File: src/design/fr_pkg.sv
// Shared command and status types for the fraction reducer.
package fr_pkg;

  // Commands from the sequencer to the datapath
  typedef struct packed {
    logic load;      // capture magnitudes and signs of the operands
    logic halve;     // strip a common factor of two from both operands
    logic reduce;    // one binary gcd step
    logic div_init;  // set up both dividers with the gcd as divisor
    logic div_step;  // one restoring division step in both dividers
    logic out_load;  // transfer the final result into the output register
  } fr_cmd_t;

  // Status from the datapath to the sequencer
  typedef struct packed {
    logic zero_operand;  // numerator or denominator is zero
    logic odd_found;     // at least one operand is odd
    logic gcd_found;     // both operands equal: odd part of the gcd found
  } fr_sts_t;

endpackage

File: src/design/fraction_reducer.sv
// Fraction reducer: binary gcd then two parallel restoring divisions, one fraction at a time.
// The binary gcd steps follow the removal of the shared power of two; when either part is zero,
// the gcd search and the divisions are skipped.
// Next input is taken the cycle after the result is loaded into the output register.
// Asynchronous active-low reset returns the sequencer to idle and clears out_valid_o.
module fraction_reducer #(
  parameter int unsigned WORD_BITS = 32
) (
  input  logic                        clk_i,
  input  logic                        rst_ni,
  input  logic                        in_valid_i,
  output logic                        in_stall_o,
  input  logic signed [WORD_BITS-1:0] numerator_in_i,
  input  logic signed [WORD_BITS-1:0] denominator_in_i,
  output logic                        out_valid_o,
  input  logic                        out_stall_i,
  output logic signed [WORD_BITS-1:0] numerator_out_o,
  output logic        [WORD_BITS-2:0] denominator_out_o,
  output logic                        zero_divisor_o
);
  import fr_pkg::*;

  fr_cmd_t cmd;
  fr_sts_t sts;

  fr_ctrl #(
    .WORD_BITS(WORD_BITS)
  ) u_ctrl (
    .clk_i      (clk_i),
    .rst_ni     (rst_ni),
    .in_valid_i (in_valid_i),
    .in_stall_o (in_stall_o),
    .out_valid_o(out_valid_o),
    .out_stall_i(out_stall_i),
    .cmd_o      (cmd),
    .sts_i      (sts)
  );

  fr_dpath #(
    .WORD_BITS(WORD_BITS)
  ) u_dpath (
    .clk_i            (clk_i),
    .rst_ni           (rst_ni),
    .cmd_i            (cmd),
    .sts_o            (sts),
    .numerator_in_i   (numerator_in_i),
    .denominator_in_i (denominator_in_i),
    .numerator_out_o  (numerator_out_o),
    .denominator_out_o(denominator_out_o),
    .zero_divisor_o   (zero_divisor_o)
  );

endmodule

File: src/design/fr_dpath.sv
// Datapath: operand magnitudes, binary gcd, two restoring dividers, result formatting.
module fr_dpath #(
  parameter int unsigned WORD_BITS = 32
) (
  input  logic                        clk_i,
  input  logic                        rst_ni,
  input  fr_pkg::fr_cmd_t             cmd_i,
  output fr_pkg::fr_sts_t             sts_o,
  input  logic signed [WORD_BITS-1:0] numerator_in_i,
  input  logic signed [WORD_BITS-1:0] denominator_in_i,
  output logic signed [WORD_BITS-1:0] numerator_out_o,
  output logic        [WORD_BITS-2:0] denominator_out_o,
  output logic                        zero_divisor_o
);
  import fr_pkg::*;

  localparam int unsigned KW = $clog2(WORD_BITS);
  localparam logic [WORD_BITS-1:0] PMAX = {1'b0, {(WORD_BITS-1){1'b1}}};

  logic [WORD_BITS-1:0] nm_q, nm_d, dm_q, dm_d;   // magnitudes
  logic                 nneg_q, nneg_d, dneg_q, dneg_d;
  logic [WORD_BITS-1:0] a_q, a_d, b_q, b_d;       // gcd working operands
  logic [KW-1:0]        k_q, k_d;                 // shared power of two
  logic [WORD_BITS-1:0] g_q, g_d;                 // gcd
  logic [WORD_BITS-1:0] nq_q, nq_d, dq_q, dq_d;   // quotients
  logic [WORD_BITS-1:0] nr_q, nr_d, dr_q, dr_d;   // remainders

  logic [WORD_BITS:0]   nr_sh, dr_sh, n_diff, d_diff;
  logic [WORD_BITS-1:0] onum;
  logic [WORD_BITS-2:0] oden;
  logic                 a_zero, b_zero;

  logic signed [WORD_BITS-1:0] num_out_q, num_out_d;
  logic        [WORD_BITS-2:0] den_out_q, den_out_d;
  logic                        zd_out_q, zd_out_d;

  assign a_zero = (a_q == '0);
  assign b_zero = (b_q == '0);

  assign sts_o.zero_operand = a_zero | b_zero;
  assign sts_o.odd_found    = a_q[0] | b_q[0];
  assign sts_o.gcd_found    = (a_q == b_q);

  // restoring division: shift one dividend bit into each remainder
  assign nr_sh  = {nr_q, nq_q[WORD_BITS-1]};
  assign dr_sh  = {dr_q, dq_q[WORD_BITS-1]};
  assign n_diff = nr_sh - {1'b0, g_q};
  assign d_diff = dr_sh - {1'b0, g_q};

  always_comb begin
    nm_d   = nm_q;
    dm_d   = dm_q;
    nneg_d = nneg_q;
    dneg_d = dneg_q;
    a_d    = a_q;
    b_d    = b_q;
    k_d    = k_q;
    g_d    = g_q;
    nq_d   = nq_q;
    dq_d   = dq_q;
    nr_d   = nr_q;
    dr_d   = dr_q;

    if (cmd_i.load) begin
      // negating the most negative value yields 2^(W-1), still exact unsigned
      nneg_d = numerator_in_i[WORD_BITS-1];
      dneg_d = denominator_in_i[WORD_BITS-1];
      nm_d   = nneg_d ? (~numerator_in_i + 1'b1) : numerator_in_i;
      dm_d   = dneg_d ? (~denominator_in_i + 1'b1) : denominator_in_i;
      a_d    = nm_d;
      b_d    = dm_d;
      k_d    = '0;
    end else if (cmd_i.halve) begin
      a_d = a_q >> 1;
      b_d = b_q >> 1;
      k_d = k_q + 1'b1;
    end else if (cmd_i.reduce) begin
      if (!a_q[0]) begin
        a_d = a_q >> 1;
      end else if (!b_q[0]) begin
        b_d = b_q >> 1;
      end else if (a_q > b_q) begin
        a_d = a_q - b_q;
      end else begin
        b_d = b_q - a_q;
      end
    end

    if (cmd_i.div_init) begin
      g_d  = a_q << k_q;
      nq_d = nm_q;
      dq_d = dm_q;
      nr_d = '0;
      dr_d = '0;
    end else if (cmd_i.div_step) begin
      if (!n_diff[WORD_BITS]) begin
        nr_d = n_diff[WORD_BITS-1:0];
        nq_d = {nq_q[WORD_BITS-2:0], 1'b1};
      end else begin
        nr_d = nr_sh[WORD_BITS-1:0];
        nq_d = {nq_q[WORD_BITS-2:0], 1'b0};
      end
      if (!d_diff[WORD_BITS]) begin
        dr_d = d_diff[WORD_BITS-1:0];
        dq_d = {dq_q[WORD_BITS-2:0], 1'b1};
      end else begin
        dr_d = dr_sh[WORD_BITS-1:0];
        dq_d = {dq_q[WORD_BITS-2:0], 1'b0};
      end
    end
  end

  // sign goes to the numerator; positive results that overflow saturate
  always_comb begin
    if (nneg_q ^ dneg_q) begin
      onum = ~nq_q + 1'b1;
    end else if (nq_q[WORD_BITS-1]) begin
      onum = PMAX;
    end else begin
      onum = nq_q;
    end
    oden = dq_q[WORD_BITS-1] ? PMAX[WORD_BITS-2:0] : dq_q[WORD_BITS-2:0];
  end

  always_comb begin
    num_out_d = num_out_q;
    den_out_d = den_out_q;
    zd_out_d  = zd_out_q;
    if (cmd_i.out_load) begin
      if (a_zero | b_zero) begin
        num_out_d = '0;
        den_out_d = (WORD_BITS-1)'(1);
        zd_out_d  = b_zero;
      end else begin
        num_out_d = onum;
        den_out_d = oden;
        zd_out_d  = 1'b0;
      end
    end
  end

  always_ff @(posedge clk_i or negedge rst_ni) begin
    if (!rst_ni) begin
      nm_q      <= '0;
      dm_q      <= '0;
      nneg_q    <= 1'b0;
      dneg_q    <= 1'b0;
      a_q       <= '0;
      b_q       <= '0;
      k_q       <= '0;
      g_q       <= '0;
      nq_q      <= '0;
      dq_q      <= '0;
      nr_q      <= '0;
      dr_q      <= '0;
      num_out_q <= '0;
      den_out_q <= '0;
      zd_out_q  <= 1'b0;
    end else begin
      nm_q      <= nm_d;
      dm_q      <= dm_d;
      nneg_q    <= nneg_d;
      dneg_q    <= dneg_d;
      a_q       <= a_d;
      b_q       <= b_d;
      k_q       <= k_d;
      g_q       <= g_d;
      nq_q      <= nq_d;
      dq_q      <= dq_d;
      nr_q      <= nr_d;
      dr_q      <= dr_d;
      num_out_q <= num_out_d;
      den_out_q <= den_out_d;
      zd_out_q  <= zd_out_d;
    end
  end

  assign numerator_out_o   = num_out_q;
  assign denominator_out_o = den_out_q;
  assign zero_divisor_o    = zd_out_q;

endmodule

File: src/design/fr_ctrl.sv
// Sequencer: steps one fraction through gcd search and division, owns the handshakes.
module fr_ctrl #(
  parameter int unsigned WORD_BITS = 32
) (
  input  logic            clk_i,
  input  logic            rst_ni,
  input  logic            in_valid_i,
  output logic            in_stall_o,
  output logic            out_valid_o,
  input  logic            out_stall_i,
  output fr_pkg::fr_cmd_t cmd_o,
  input  fr_pkg::fr_sts_t sts_i
);
  import fr_pkg::*;

  localparam int unsigned CW = $clog2(WORD_BITS);

  typedef enum logic [4:0] {
    ST_IDLE   = 5'b00001,
    ST_SHIFT  = 5'b00010,
    ST_REDUCE = 5'b00100,
    ST_DIVIDE = 5'b01000,
    ST_FINISH = 5'b10000
  } fr_state_e;

  fr_state_e     state_q, state_d;
  logic [CW-1:0] cnt_q, cnt_d;
  logic          out_valid_q, out_valid_d;
  logic          out_free;

  assign out_free = !out_valid_q || !out_stall_i;

  always_comb begin
    state_d = state_q;
    cnt_d   = cnt_q;
    cmd_o   = '0;
    unique case (state_q)
      ST_IDLE: begin
        if (in_valid_i) begin
          cmd_o.load = 1'b1;
          state_d    = ST_SHIFT;
        end
      end
      ST_SHIFT: begin
        if (sts_i.zero_operand) begin
          state_d = ST_FINISH;
        end else if (sts_i.odd_found) begin
          state_d = ST_REDUCE;
        end else begin
          cmd_o.halve = 1'b1;
        end
      end
      ST_REDUCE: begin
        if (sts_i.gcd_found) begin
          cmd_o.div_init = 1'b1;
          cnt_d          = '0;
          state_d        = ST_DIVIDE;
        end else begin
          cmd_o.reduce = 1'b1;
        end
      end
      ST_DIVIDE: begin
        cmd_o.div_step = 1'b1;
        cnt_d          = cnt_q + 1'b1;
        if (cnt_q == CW'(WORD_BITS - 1)) begin
          state_d = ST_FINISH;
        end
      end
      ST_FINISH: begin
        // wait until the output register is free for the transfer
        if (out_free) begin
          cmd_o.out_load = 1'b1;
          state_d        = ST_IDLE;
        end
      end
      default: begin
        state_d = ST_IDLE;
      end
    endcase
  end

  always_comb begin
    out_valid_d = out_valid_q;
    if (cmd_o.out_load) begin
      out_valid_d = 1'b1;
    end else if (!out_stall_i) begin
      out_valid_d = 1'b0;
    end
  end

  always_ff @(posedge clk_i or negedge rst_ni) begin
    if (!rst_ni) begin
      state_q     <= ST_IDLE;
      cnt_q       <= '0;
      out_valid_q <= 1'b0;
    end else begin
      state_q     <= state_d;
      cnt_q       <= cnt_d;
      out_valid_q <= out_valid_d;
    end
  end

  assign in_stall_o  = (state_q != ST_IDLE);
  assign out_valid_o = out_valid_q;

endmodule
File: config.mk
export PLATFORM = sky130hd
export DESIGN_NAME = fraction_reducer
export DESIGN_NICKNAME = d
export VERILOG_FILES = /design/src/design/fr_pkg.sv /design/src/design/fraction_reducer.sv /design/src/design/fr_dpath.sv /design/src/design/fr_ctrl.sv
export SDC_FILE = /design/constraint.sdc
export NUM_CORES = 1
export LEC_CHECK = 0
export BUFFER_PORTS_ARGS = -buffer_cell sky130_fd_sc_hd__clkbuf_2
export CAP_MARGIN = 25
export CELL_PAD_IN_SITES_DETAIL_PLACEMENT = 0
export CELL_PAD_IN_SITES_GLOBAL_PLACEMENT = 2
export CORE_ASPECT_RATIO = 0.6
export CORE_MARGIN = 3
export CORE_UTILIZATION = 42
export DETAILED_ROUTE_END_ITERATION = 10
export PLACE_DENSITY_LB_ADDON = 0.15
export SKIP_LAST_GASP = 1
export SYNTH_ARGS = -nofsm -noshare
export SYNTH_HDL_FRONTEND = slang
export SYNTH_SLANG_ARGS = --single-unit
File: constraint.sdc
create_clock -name clk_i -period 6.35 [get_ports clk_i]
set_input_delay 0.635 -clock clk_i [delete_from_list [all_inputs] [get_ports clk_i]]
set_output_delay 0.635 -clock clk_i [all_outputs]
set_load 0.01 [all_outputs]
# --- After elaboration in Yosys (flattened, before gate mapping) ---
# Cells that the tools add are included.
word_totals:
  input_bits: 68
  ff_bits: 370
  output_inout_bits: 66
  wordCells: 125
op_classes:
  eq_ne: 17
  shift: 1
  mux: 56
  reduce_logical: 15
  bitwise: 6
  n_lt_le_gt_ge: 1
  add_sub_neg: 9
op_table:
  columns: ["operator", "n"]
  rows:
  - ["$mux 32", 26]
  - ["$add 32x1->32 const B", 3]
  - ["$not 32->32", 3]
  - ["$mux 31", 3]
  - ["$sub 33x32->33", 2]
  - ["$logic_not 32->1", 2]
  - ["$sub 32x32->32", 2]
  - ["$mux 5", 9]
  - ["$eq 32x32->1", 1]
  - ["$gt 32x32->1", 1]
  - ["$shl 32x5->32", 1]
  - ["$pmux 5 s5", 1]
  - ["$mux 1", 15]
  - ["$ne 4x4->1 const B", 3]
  - ["$add 5x1->5 const B", 2]
  - ["$eq 5x5->1 const B", 2]
  - ["$pmux 5 s2", 1]
  - ["$ne 2x1->1 const B", 3]
  - ["$reduce_and 3->1", 2]
  - ["$reduce_bool 2->1", 3]
  - ["$reduce_bool 3->1", 2]
  - ["$eq 5x1->1 const B", 1]
  - ["$eq 5x2->1 const B", 1]
  - ["$eq 5x3->1 const B", 1]
  - ["11 further kinds", 15]

# --- Depth between registers and ports, before layout ---
logic_depth:
  ltp_word: 7
  ltp_mapped: 17
  mapped_depth_nobuf: 14

# --- By module ---
# From an unflattened synthesis, not the netlist that was laid out.
hier_totals:
  cells_unflattened: 3236
  area_unflattened_um2: 26818.2
by_module_without_submodules:
  columns: ["module", "cells_each", "area_per_inst_um2", "seq_area_each_um2", "instances"]
  rows:
  - ["fr_dpath", 3166, 26175.1, 8983.6, 1]
  - ["fr_ctrl", 70, 643.1, 276.5, 1]

# --- Least setup slack after synthesis ---
# No wires, ideal clock.
synth_path:
  path_kind: "flip-flop to flip-flop"
  from: "register u_dpath.a_q[0]"
  to: "register u_dpath.a_q[17]"
  period_less_slack_ns: 3.573
  path_buffers: 2
  setup_time_ns: 0.124
  t_arrival_ns: 3.449
  slack_ns: 2.777
  required_ns: 6.226
  path_stages_with_launch: 17
  cell_sequence: "dfrtp_1 clkbuf_1 inv_1 ha_1 inv_1 fa_1 a211oi_1 o21bai_1 a21oi_2 o221ai_1 a31o_2 a32oi_1 nor2_1 clkbuf_1 a221o_1 a21oi_1 a21oi_1"
synth_via:
  elab_chain_len: 7
  elab_cells_between_ends: 21
  classes_between: "1 x add/sub; 1 x order compare; 3 x eq/ne; 11 x mux; 2 x bitwise; 3 x reduce/logical"
synth_rtl:
  columns: ["item", "line", "rtl"]
  rows:
  - ["start, declared", "fr_dpath.sv:22", "logic [WORD_BITS-1:0] a_q, a_d, b_q, b_d;"]
  - ["start signal, assigned", "fr_dpath.sv:148", "a_q <= '0;"]
  - ["start signal, assigned", "fr_dpath.sv:164", "a_q <= a_d;"]
  - ["$sub 32x32->32", "fr_dpath.sv:83", "a_d = a_q - b_q;"]
  - ["$mux 32", "fr_dpath.sv:82", "end else if (a_q > b_q) begin"]
  - ["$mux 32", "fr_dpath.sv:80", "end else if (!b_q[0]) begin"]
  - ["$mux 32", "fr_dpath.sv:78", "if (!a_q[0]) begin"]
  - ["$mux 32", "fr_dpath.sv:77", "end else if (cmd_i.reduce) begin"]
  - ["$mux 32", "fr_dpath.sv:73", "end else if (cmd_i.halve) begin"]
  - ["$mux 32", "fr_dpath.sv:64", "if (cmd_i.load) begin"]
# Parallel ways exist; a longest one is shown, timed or not. The select of a mux whose other input is x is not followed.
# A chain may end at the register's enable or synchronous reset.

# --- Worst setup path in the final report ---
layout_path:
  from: "register u_dpath.dq_q[31]"
  to: "register u_dpath.dr_q[12]"
layout_via:
  elab_chain_len: 4
layout_rtl:
  columns: ["item", "line", "rtl"]
  rows:
  - ["start, declared", "fr_dpath.sv:25", "logic [WORD_BITS-1:0] nq_q, nq_d, dq_q, dq_d;"]
  - ["start signal, assigned", "fr_dpath.sv:169", "dq_q <= dq_d;"]
  - ["$sub 33x32->33", "fr_dpath.sv:48", "assign d_diff = dr_sh - {1'b0, g_q};"]
  - ["$mux 32", "fr_dpath.sv:103", "if (!d_diff[WORD_BITS]) begin"]
  - ["$mux 32", "fr_dpath.sv:95", "end else if (cmd_i.div_step) begin"]
  - ["$mux 32", "fr_dpath.sv:89", "if (cmd_i.div_init) begin"]
  - ["end signal, assigned", "fr_dpath.sv:171", "dr_q <= dr_d;"]
  - ["end, declared", "fr_dpath.sv:26", "logic [WORD_BITS-1:0] nr_q, nr_d, dr_q, dr_d;"]
# Every way passes these cells. The select of a mux whose other input is x is not followed.

==> run metrics <==
FP Rows=70; Final Hold Viols=0; Setup WS post-layout=1.629 ns; Tightest Pin Transition=1.098 ns; first drt pass iteration count=6; initial DRC count=2,750; critical path data arrival time=5.15 ns; Die ar.=65,680 µm²; area fraction of the dominant cell type after synthesis=0.3515; status=complete, no violations; Worst Hold Class=in -> reg; max cap viols=0; layout cells sized above 1=0.1070; Clock Skew=0.02560 ns; nets=3,355; post-layout minimum cycle time=4.721 ns; io pins=134; # port buffers=133; Finish-stage setup viols=0; CTS tree=built; Final TNS setup=0 ns; sequential area share after synthesis=0.3525; Seq cells post-synth=370; first-pass GRT wire length=148,600 µm; initial antenna violation count=12; HPWL after DPL=74,720 µm; kind of critical path=reg -> reg; core area=61,400 µm²; max-slew violation count=0; drt drc=0; post-CTS setup buffer count=0; clk buf depth=3; Place WS=1.723 ns; PwrDens=457.3 nW/µm²; DR vias=24,532; DR vias/cell=6.113; latest clock arrival within the worst-skew pair=0.58 ns; gr usage total=0.2964; clock buffer count from CTS=41; ANT nets after route=0; RSZ-0062 raised after global routing=false; wire per inst=24.59 µm; Syn Std Cell Area=26,270 µm²; P_leak=13.47 nW; Primary FF master, synth=dfrtp_1; YS warnings=0; WP data required=6.78 ns; top cells by count, synth=488 x nand2_1, 369 x dfrtp_1, 265 x o21ai_0; Final period util=0.7434; leading area contributor after synthesis=dfrtp_1; vias in the first global route=22,777; Post-synth ARST share=1.000; H-tree Lvls=2; Synth Net Count=3,324; Worst setup EP type=register; EDFF count, synth=0; Synth Area per Inst=8.425 µm²; pin count of the biggest net entering global routing=123; worst slew margin relative to its limit=0.2600; Total Wirelength=98,680 µm; Die Span Y=199.7 µm; Max rail drop VDD=308.5 µV; Congestion Overflow GR=0; initial core utilization=0.4279; root buf cell=clkbuf_16; # resized after CTS=0; top cells by area, synth=dfrtp_1 35%, nand2_1 7.0%, ha_1 6.4%, o21ai_0 5.0%, a21oi_1 4.2%; post-synth cell types=91; Clk pin slew, worst setup/hold paths=0.07 ns; die width=328.9 µm; CP Launch Type=register; most numerous cell in the Yosys netlist=nand2_1; Syn Inst Count=3,118; hold_buf cts=1; Fmax=211.8 MHz; GPL Wtd Cong=0.9884; area grow syn2layout=10.99%; Num Clock Sinks=370; CP Max Fanout=34
where the power goes:
group	switching [mW]	internal, mW	total [mW]
Clock	1.09	1.46	2.54
Combinational	4.80	2.62	7.42
Sequential	0.586	2.78	3.37
worst paths after layout:
kind | from | to | slack (ns) | cells past startpoint
worst max-delay path | u_dpath.dq_q[31]$_DFFE_PN0P_ | u_dpath.dr_q[12]$_DFFE_PN0P_ | 1.63 | 14
worst min register to register | u_dpath.numerator_out_o[11]$_DFFE_PN0P_ | u_dpath.numerator_out_o[11]$_DFFE_PN0P_ | 0.48 | 2
max in group asynchronous | rst_ni | u_dpath.k_q[0]$_DFFE_PN0P_ | 4.37 | 3
min in group asynchronous | rst_ni | u_dpath.denominator_out_o[9]$_DFFE_PN0P_ | 0.56 | 2
worst max register to register | u_dpath.dq_q[31]$_DFFE_PN0P_ | u_dpath.dr_q[12]$_DFFE_PN0P_ | 1.63 | 14
worst min-delay path | out_stall_i | u_ctrl.out_valid_o$_DFFE_PN0P_ | 0.41 | 3
area by class of cell:
type / count / area, µm²
Clock inverter: 16 / 196.4
Inverter: 140 / 525.5
Tap cell: 828 / 1036
Sequential cell: 370 / 9261
Antenna cell: 6 / 15.01
Multi-Input combinational cell: 2407 / 15740
Clock buffer: 57 / 1207
Fill cell: 5991 / 32240
Timing Repair Buffer: 189 / 1176
critical path: stages (launching register included):
cell	delay, ns
dfrtp_1	0.38
inv_1	0.15
ha_1	0.28
fa_1	0.43
nand2b_1	0.21
a21o_1	0.19
a31oi_1	0.35
a221o_1	0.55
a211oi_2	0.19
o21ai_2	0.29
nand2_1	0.14
a311oi_4	0.27
buf_4	0.55
mux2i_1	0.42
o21ai_1	0.09
sequential cells by signal, indices dropped and copies added (netlist names), 31 cells and up:
name / cells
u_dpath.dq_q: 32
u_dpath.a_q: 32
u_dpath.numerator_out_o: 32
u_dpath.dr_q: 32
u_dpath.nr_q: 32
u_dpath.denominator_out_o: 31
u_dpath.g_q: 32
u_dpath.b_q: 32
u_dpath.nm_q: 32
u_dpath.dm_q: 32
u_dpath.nq_q: 32
metrics by stage:
| stage | cell area (µm²) | power, mW | cells | hold WS [ns] | utilization |
|---|---|---|---|---|---|
| 2_1_floorplan | 26270 | 7.976 | 3118 | 0.3394 | - |
| 3_3_place_gp | 27590 | 10.46 | 3923 | 0.4605 | 0.4493 |
| 5_1_grt | 29150 | 14.02 | 4012 | 0.4261 | 0.4749 |
| 6_report | 29160 | 13.33 | 4013 | 0.4126 | 0.4749 |
| 4_1_cts | 29090 | 13.09 | 4004 | 0.3994 | 0.4738 |
| 3_5_place_dp | 27670 | 10.51 | 3930 | 0.4699 | 0.4507 |
placed cells by master (no fill, tap or decap), types with 30 or more instances in the layout:
cell type,n
a21o_1,95
a22oi_1,67
o21ai_1,32
ha_1,134
o22ai_1,30
clkbuf_16,42
mux2i_1,73
buf_4,45
o31ai_1,47
inv_1,137
clkbuf_2,132
dfrtp_1,368
o21a_1,56
nor3_1,43
and3_1,30
nor2_1,155
nor4_1,31
xor2_1,91
nand2_1,488
a21oi_1,218
nand3_1,75
a31oi_1,39
xnor2_1,73
o21ai_0,265
routing by layer:
layer  share of wire  track usage  vias up
li1                -            -    11369
met1            0.50       0.4737    12044
met2            0.36       0.3586      994
met3            0.12       0.1167      113
met4           0.019      0.06475       12
met5         0.00071            0        -
logic make-up after synthesis:
family                     count (synthesis)  synth area share
AOI/OAI and AO/OA                       1041            0.2553
xor gates and xnor gates                 167           0.05597
adders and majority gates                138           0.06687
buffers and inverters                    341           0.05082
DFF                                      370            0.3525
muxes                                    105           0.05354
and+or+nand+nor                          956            0.1649
Power figures use the tool's default switching activity.
